## config.mk

```make
export PLATFORM = sky130hd
export DESIGN_NAME = binary_to_radix_digits
export DESIGN_NICKNAME = d
export VERILOG_FILES = /design/src/hdl/btr_pkg.sv /design/src/hdl/btr_byte_div.sv /design/src/hdl/binary_to_radix_digits.sv
export SDC_FILE = /design/constraint.sdc
export NUM_CORES = 2
export LEC_CHECK = 0
export BUFFER_PORTS_ARGS = -buffer_cell sky130_fd_sc_hd__buf_4
export CORE_ASPECT_RATIO = 2
export CORE_MARGIN = 2
export CORE_UTILIZATION = 44
export DETAILED_ROUTE_END_ITERATION = 6
export GPL_ROUTABILITY_DRIVEN = 0
export PLACE_DENSITY = 0.61
export SLEW_MARGIN = 20
export SYNTH_ARGS = -nofsm -noshare
export SYNTH_HDL_FRONTEND = slang
export SYNTH_SLANG_ARGS = --single-unit
```

## constraint.sdc

```tcl
create_clock -name clock -period 42.4 [get_ports clock]
set_input_delay 12.72 -clock clock [delete_from_list [all_inputs] [get_ports clock]]
set_output_delay 12.72 -clock clock [all_outputs]
set_load 0.02 [all_outputs]
```

## src/hdl/btr_pkg.sv

```systemverilog
// ----------------------------------------------------------------------------
// btr_pkg : shared definitions for the binary to radix digit converter
// Defaults for the top level parameters, digit width and the radix reset value.
// ----------------------------------------------------------------------------
package btr_pkg;

   localparam int VALUE_BITS_DEFAULT        = 128;
   localparam int DIGITS_PER_RESULT_DEFAULT = 8;

   localparam int DIGIT_W     = 8;
   localparam int RADIX_W     = 8;
   localparam int GROUP_W     = 64;
   localparam int GROUP_BYTES = GROUP_W / DIGIT_W;
   localparam int COUNT_W     = 4;
   localparam int TOTAL_W     = 8;

   localparam logic [RADIX_W-1:0] RADIX_RESET = RADIX_W'(10);
   localparam logic [RADIX_W-1:0] RADIX_MIN   = RADIX_W'(2);

endpackage

```

## src/hdl/btr_byte_div.sv

```systemverilog
// ----------------------------------------------------------------------------
// btr_byte_div : one byte of restoring long division by the radix
// Shifts eight dividend bits into the running remainder, one compare and
// subtract per bit, and gives the quotient byte and the new remainder.
// ----------------------------------------------------------------------------
module btr_byte_div
   import btr_pkg::*;
(
   input  logic [RADIX_W-1:0] rem_i,
   input  logic [DIGIT_W-1:0] dividend_i,
   input  logic [RADIX_W-1:0] radix_i,
   output logic [DIGIT_W-1:0] quotient_o,
   output logic [RADIX_W-1:0] rem_o
);

   always_comb begin
      logic [RADIX_W:0]   trial;
      logic [RADIX_W-1:0] rem;
      rem        = rem_i;
      quotient_o = '0;
      // remainder stays below the radix, so the trial value fits in 9 bits
      for (int b = DIGIT_W - 1; b >= 0; b--) begin
         trial = {rem, dividend_i[b]};
         if (trial >= {1'b0, radix_i}) begin
            trial         = trial - {1'b0, radix_i};
            quotient_o[b] = 1'b1;
         end
         rem = trial[RADIX_W-1:0];
      end
      rem_o = rem;
   end

endmodule

```

## src/hdl/binary_to_radix_digits.sv

```systemverilog
// ----------------------------------------------------------------------------
// binary_to_radix_digits : unsigned binary value to digits in radix 2..255
// Divides the value by the radix one byte per cycle, stacks the remainders
// and sends them most significant first, packed into digit groups.
// ----------------------------------------------------------------------------
//
//  channel | ports                               | direction
//  --------+-------------------------------------+----------
//  req     | req_valid/req_stall, value hi/lo    | in
//  rsp     | rsp_valid/rsp_stall, group fields   | out
//  csr     | csr_write_enable, csr_write_data    | in
//
// Each digit takes one pass over the active bytes in the byte divider; active
// bytes start at ceil(VALUE_BITS/8) and drop by one whenever the quotient's
// top byte clears. Each digit is then read from the stack memory through a
// registered read port, and each group is held until rsp_stall is low.
// req_stall is high from the transfer of a value until its last group is
// taken. A radix below two takes the value and produces no groups.
// Reset is synchronous and sets the radix to ten.
// ----------------------------------------------------------------------------
module binary_to_radix_digits
   import btr_pkg::*;
#(
   parameter int VALUE_BITS        = VALUE_BITS_DEFAULT,
   parameter int DIGITS_PER_RESULT = DIGITS_PER_RESULT_DEFAULT
) (
   input  logic               clock,
   input  logic               reset,
   input  logic               csr_write_enable,
   input  logic [RADIX_W-1:0] csr_write_data,
   input  logic               req_valid,
   output logic               req_stall,
   input  logic [63:0]        req_value_high,
   input  logic [63:0]        req_value_low,
   output logic               rsp_valid,
   input  logic               rsp_stall,
   output logic [GROUP_W-1:0] rsp_digit_group,
   output logic [COUNT_W-1:0] rsp_group_count,
   output logic [TOTAL_W-1:0] rsp_total_digits,
   output logic               rsp_last
);

   localparam int NBYTES      = (VALUE_BITS + DIGIT_W - 1) / DIGIT_W;
   localparam int WORK_W      = NBYTES * DIGIT_W;
   localparam int BIDX_W      = $clog2(NBYTES);
   localparam int STACK_DEPTH = VALUE_BITS;
   localparam int SIDX_W      = $clog2(STACK_DEPTH);

   typedef enum logic [2:0] {
      ST_IDLE,
      ST_DIV,
      ST_NEXT,
      ST_FETCH,
      ST_PLACE,
      ST_OUT
   } state_type;

   state_type                          state_ff, state_in;
   logic [RADIX_W-1:0]                 radix_ff, radix_in;
   logic [NBYTES-1:0][DIGIT_W-1:0]     work_ff, work_in;
   logic [BIDX_W:0]                    nb_ff, nb_in;
   logic [BIDX_W-1:0]                  idx_ff, idx_in;
   logic [RADIX_W-1:0]                 rem_ff, rem_in;
   logic                               top_zero_ff, top_zero_in;
   logic [TOTAL_W-1:0]                 n_ff, n_in;
   logic [TOTAL_W-1:0]                 pos_ff, pos_in;
   logic [GROUP_BYTES-1:0][DIGIT_W-1:0] group_ff, group_in;
   logic [COUNT_W-1:0]                 cnt_ff, cnt_in;
   logic                               last_ff, last_in;

   logic [DIGIT_W-1:0] stack_mem [STACK_DEPTH];
   logic [DIGIT_W-1:0] rd_data_ff;
   logic [SIDX_W-1:0]  rd_idx;
   logic               stk_we;

   logic [127:0]       value_full;
   logic [DIGIT_W-1:0] quotient;
   logic [RADIX_W-1:0] rem_next;
   logic               at_top;
   logic               top_zero_now;

   assign value_full = {req_value_high, req_value_low};
   assign rd_idx     = SIDX_W'(n_ff - TOTAL_W'(1) - pos_ff);
   assign at_top     = ({1'b0, idx_ff} == (BIDX_W + 1)'(nb_ff - 1'b1));

   btr_byte_div u_byte_div (
      .rem_i      (rem_ff),
      .dividend_i (work_ff[idx_ff]),
      .radix_i    (radix_ff),
      .quotient_o (quotient),
      .rem_o      (rem_next)
   );

   assign top_zero_now = at_top ? (quotient == '0) : top_zero_ff;

   always_comb begin
      state_in    = state_ff;
      radix_in    = radix_ff;
      work_in     = work_ff;
      nb_in       = nb_ff;
      idx_in      = idx_ff;
      rem_in      = rem_ff;
      top_zero_in = top_zero_ff;
      n_in        = n_ff;
      pos_in      = pos_ff;
      group_in    = group_ff;
      cnt_in      = cnt_ff;
      last_in     = last_ff;
      stk_we      = 1'b0;

      if (csr_write_enable) begin
         radix_in = csr_write_data;
      end

      case (state_ff)
         ST_IDLE: begin
            if (req_valid && (radix_ff >= RADIX_MIN)) begin
               work_in     = WORK_W'(value_full[VALUE_BITS-1:0]);
               nb_in       = (BIDX_W + 1)'(NBYTES);
               idx_in      = BIDX_W'(NBYTES - 1);
               rem_in      = '0;
               top_zero_in = 1'b0;
               n_in        = '0;
               state_in    = ST_DIV;
            end
         end
         ST_DIV: begin
            work_in[idx_ff] = quotient;
            top_zero_in     = top_zero_now;
            if (idx_ff == '0) begin
               // push the remainder as the next digit, least significant first
               stk_we = 1'b1;
               n_in   = n_ff + TOTAL_W'(1);
               rem_in = '0;
               if (top_zero_now && (nb_ff > (BIDX_W + 1)'(1))) begin
                  nb_in = nb_ff - 1'b1;
               end
               state_in = ST_NEXT;
            end else begin
               idx_in = idx_ff - 1'b1;
               rem_in = rem_next;
            end
         end
         ST_NEXT: begin
            if (work_ff == '0) begin
               pos_in   = '0;
               cnt_in   = '0;
               group_in = '0;
               state_in = ST_FETCH;
            end else begin
               idx_in      = BIDX_W'(nb_ff - 1'b1);
               top_zero_in = 1'b0;
               state_in    = ST_DIV;
            end
         end
         ST_FETCH: begin
            state_in = ST_PLACE;
         end
         ST_PLACE: begin
            group_in[3'(GROUP_BYTES - 1) - cnt_ff[2:0]] = rd_data_ff;
            cnt_in  = cnt_ff + COUNT_W'(1);
            pos_in  = pos_ff + TOTAL_W'(1);
            last_in = (pos_ff + TOTAL_W'(1) == n_ff);
            if ((cnt_ff + COUNT_W'(1) == COUNT_W'(DIGITS_PER_RESULT)) ||
                (pos_ff + TOTAL_W'(1) == n_ff)) begin
               state_in = ST_OUT;
            end else begin
               state_in = ST_FETCH;
            end
         end
         ST_OUT: begin
            // hold the group until the transfer completes
            if (!rsp_stall) begin
               if (last_ff) begin
                  state_in = ST_IDLE;
               end else begin
                  group_in = '0;
                  cnt_in   = '0;
                  state_in = ST_FETCH;
               end
            end
         end
         default: begin
            state_in = ST_IDLE;
         end
      endcase
   end

   always_ff @(posedge clock) begin
      if (reset) begin
         state_ff <= ST_IDLE;
         radix_ff <= RADIX_RESET;
         work_ff  <= '0;
         n_ff     <= '0;
      end else begin
         state_ff <= state_in;
         radix_ff <= radix_in;
         work_ff  <= work_in;
         n_ff     <= n_in;
      end
      nb_ff       <= nb_in;
      idx_ff      <= idx_in;
      rem_ff      <= rem_in;
      top_zero_ff <= top_zero_in;
      pos_ff      <= pos_in;
      group_ff    <= group_in;
      cnt_ff      <= cnt_in;
      last_ff     <= last_in;
   end

   always_ff @(posedge clock) begin
      if (stk_we) begin
         stack_mem[n_ff[SIDX_W-1:0]] <= rem_next;
      end
      rd_data_ff <= stack_mem[rd_idx];
   end

   assign req_stall        = (state_ff != ST_IDLE);
   assign rsp_valid        = (state_ff == ST_OUT);
   assign rsp_digit_group  = group_ff;
   assign rsp_group_count  = cnt_ff;
   assign rsp_total_digits = n_ff;
   assign rsp_last         = last_ff;

endmodule
```

==> impl_metrics.csv <==
group,metric,value,unit
outcome,status,"finished with violations",
outcome,violations,"design-rule violations",
synth,ys_seq_area_frac,0.6589,
min_path,hold_depth,2,
clock_tree,clkTransAtPathRegs,0.07,ns
grt,grt_max_degree,97,
min_path,worstHoldPathType,"reg2reg",
route,vias,32741,
synth,postSynthNetCount,3734,
timing,setup_tns,0,ns
critical_path,cp-end-kind,"flop",
placement,hpwlAfterDp,115.4,mm
floorplan,num_rows,184,
clock_tree,root_buffer,"clkbuf_16",
route,ant_nets,0,
critical_path,rr_worst_depth,81,
route,drt-initial-drc-count,3237,
placement,place_area,0.05932,mm^2
critical_path,cp.required,42.80,ns
finish,fin_area,0.06289,mm^2
finish,fillerInstances,10555,
timing,relSlewSlack,0.1451,
critical_path,worstSetupEndpoint,"stack_mem[96][7]$_DFFE_PP_",
critical_path,crit_slowest_cell,"and2_1",
clock_tree,post_cts_buffers,0,
route,remaining_drc_errors,1,
grt,busiest_layer,"met2",
finish,final_layout_size_suffix_gt1_frac,0.2376,
critical_path,setup.worst_path.class,"reg2reg",
grt,grt_pass1_vias,34082,
synth,synth.distinct_cells,74,
grt,globalRouteMet3Util,0.04972,
synth,synth-seq-cells,1274,
timing,finalHoldViolations,0,
clock_tree,clk_path_buf_depth,3,
floorplan,design.portCount,220,
grt,antenna_found_initial,14,
timing,min_period,24.17,ns
synth,yosysTopAreaCell,"edfxtp_1",
synth,synthesis.area,0.05571,mm^2
route,wl_per_cell,30.54,um
critical_path,r2r_end,"stack_mem[96][7]$_DFFE_PP_",
critical_path,startpoint,"idx_ff[2]$_SDFFCE_PN1P_",
synth,synth_edf_count,1119,
grt,grt_overflow,0,
critical_path,arrival,24.58,ns
timing,hold_ws,0.4981,ns
run,max_cap_violations,0,
clock_tree,cts_tree,"built",
synth,synth_flop_cell,"edfxtp_1",
timing,setup_viol,0,
floorplan,start_util,0.4432,
critical_path,critPathLaunchType,"flop",
critical_path,worstPathMaxFanout,65,
clock_tree,htree_levels,3,
critical_path,reg2reg_from,"idx_ff[2]$_SDFFCE_PN1P_",
clock_tree,clock_sinks,1274,
grt,grt_pass1_wl,239.1,mm
synth,async_flop_share,0,
placement,port_buffers,219,
synth,postSynthCellCount,3504,
route,drtPass1Iterations,7,
clock_tree,clock_latency,0.75,ns
critical_path,path_common_cell,"o21ai_0",
finish,fin_cells,5459,
synth,synth_top_area_frac,0.6032,
synth,yosys-top-cells-area,"edfxtp_1 60%, mux4_2 15%, dfxtp_1 5.6%",
floorplan,die_w,255.6,um
timing,slew_viol_final,0,
min_path,hp-start,"radix_ff[5]$_SDFFE_PP0P_",
timing,period_share,0.5702,
timing,worst_pin_slew,1.271,ns
floorplan,die_height,507.2,um
floorplan,die-area,0.1296,mm^2
timing,rsz0062_at_grt,"no",
clock_tree,hold_buffers,0,
placement,dp.cells,5253,
finish,syn_to_final_growth,12.90,%
grt,use_met2,0.4755,
synth,avgSynthCellArea,15.90,um^2
timing,clock-skew-final,0.06344,ns
route,via_per_inst,5.998,
finish,layout.nets,3921,
timing,clock.fmax,41.37,MHz
floorplan,core_area,0.1257,mm^2
synth,yosysWarnings,0,
critical_path,max_stage_delay,0.89,ns
critical_path,reg2reg_slack,18.23,ns
route,drt_wl_total,166.7,mm
grt,grtUsageMet1,0.2486,
grt,track_usage,0.2568,
clock_tree,cts_resized,0,
clock_tree,cts_made_buffers,107,
[final cells by class]
cell class	instances	area, um^2	area share
Sequential cell	1274	36710	0.5836
Multi-Input combinational cell	1968	18240	0.2900
Clock buffer	123	2738	0.04353
Timing Repair Buffer	285	2137	0.03398
Tap cell	1674	2095	0.03330
Clock inverter	74	759.5	0.01208
Inverter	55	206.4	0.003283
Antenna cell	6	15.01	0.0002387
[worst min path at each step]
stage                               endpoint  slack (ns)
floorplan           radix_ff[4]$_SDFFE_PP0P_        0.46
global placement    radix_ff[4]$_SDFFE_PP0P_        0.48
detailed placement  radix_ff[5]$_SDFFE_PP0P_        0.48
CTS                 radix_ff[5]$_SDFFE_PP0P_        0.50
global route        radix_ff[5]$_SDFFE_PP0P_        0.53
finish              radix_ff[5]$_SDFFE_PP0P_        0.50
[through the flow]
step,setup slack (ns),util
finish,18.23,0.5003
global route,16.59,0.5003
detailed placement,18.81,0.4719
floorplan,21.48,-
global placement,19.20,0.4717
CTS,18.72,0.4998
[cells in the final DEF (no fill, tap or decap), types with 16 or more instances in the layout]
cell type,Yosys,layout
edfxtp_1,1119,1119
nor2_1,393,378
mux4_2,369,369
buf_4,0,282
a21oi_1,212,211
nand2_1,159,157
dfxtp_1,155,155
clkbuf_16,0,107
nor3_1,101,99
mux2i_1,83,82
ha_1,80,79
o21ai_0,72,72
inv_1,54,54
a211oi_1,50,50
nand3_1,45,45
xnor2_1,42,39
nor4_1,35,32
xor2_1,29,28
and3_1,26,26
mux2_2,25,25
clkinv_1,0,25
nand4_1,22,22
nor2b_1,21,21
a21o_1,20,20
clkinv_2,0,20
o31ai_1,17,17
clkbuf_1,153,16
[flip-flops by register name, indices dropped and copies added, names as in the netlist]
| signal | flops |
|---|---|
| pos_ff | 8 |
| rd_data_ff | 8 |
| rsp_last | 1 |
| radix_ff | 8 |
| state_ff | 3 |
| nb_ff | 5 |
| work_ff | 128 |
| stack_mem | 1024 |
| rem_ff | 8 |
| idx_ff | 4 |
| rsp_group_count | 4 |
| rsp_digit_group | 64 |
| top_zero_ff | 1 |
| rsp_total_digits | 8 |
[logic make-up after synthesis]
kind of cell               Yosys count  share of synthesized area
AOI/OAI and AO/OA                  474                    0.05294
xor gates and xnor gates            71                    0.01116
adders and majority gates           89                    0.02120
buffers and inverters              262                    0.01792
DFF                               1274                     0.6589
muxes                              478                     0.1694
and+or+nand+nor                    856                    0.06844
[worst max-delay path: cells and delay by family, from the launching register on]
| kind | cells | cell delay, ns |
|---|---|---|
| simple gates | 22 | 4.60 |
| fa+ha+maj | 8 | 2.55 |
| buf+inv | 5 | 1.94 |
| mux | 6 | 2.69 |
| compound gates | 40 | 11.05 |
| flops | 1 | 0.88 |
[cells in the mapped netlist (20+ instances only)]
library cell	count
edfxtp_1	1119
ha_1	80
a21o_1	20
clkbuf_1	153
and3_1	26
nand4_1	22
a211oi_1	50
mux2_2	25
nor2b_1	21
buf_1	47
dfxtp_1	155
nor4_1	35
nand2_1	159
mux2i_1	83
xnor2_1	42
nor2_1	393
o21ai_0	72
a21oi_1	212
mux4_2	369
nor3_1	101
inv_1	54
xor2_1	29
nand3_1	45
[metal layers]
layer,wire [um],part of all wire,vias up
li1,-,-,14215
met1,52440,0.31,16674
met2,89880,0.54,1336
met3,8995,0.054,510
met4,15350,0.092,6
met5,36,0.00022,-
Power is not shown: default switching activity piles up to over one toggle a cycle in this logic, so the estimate is an artifact.
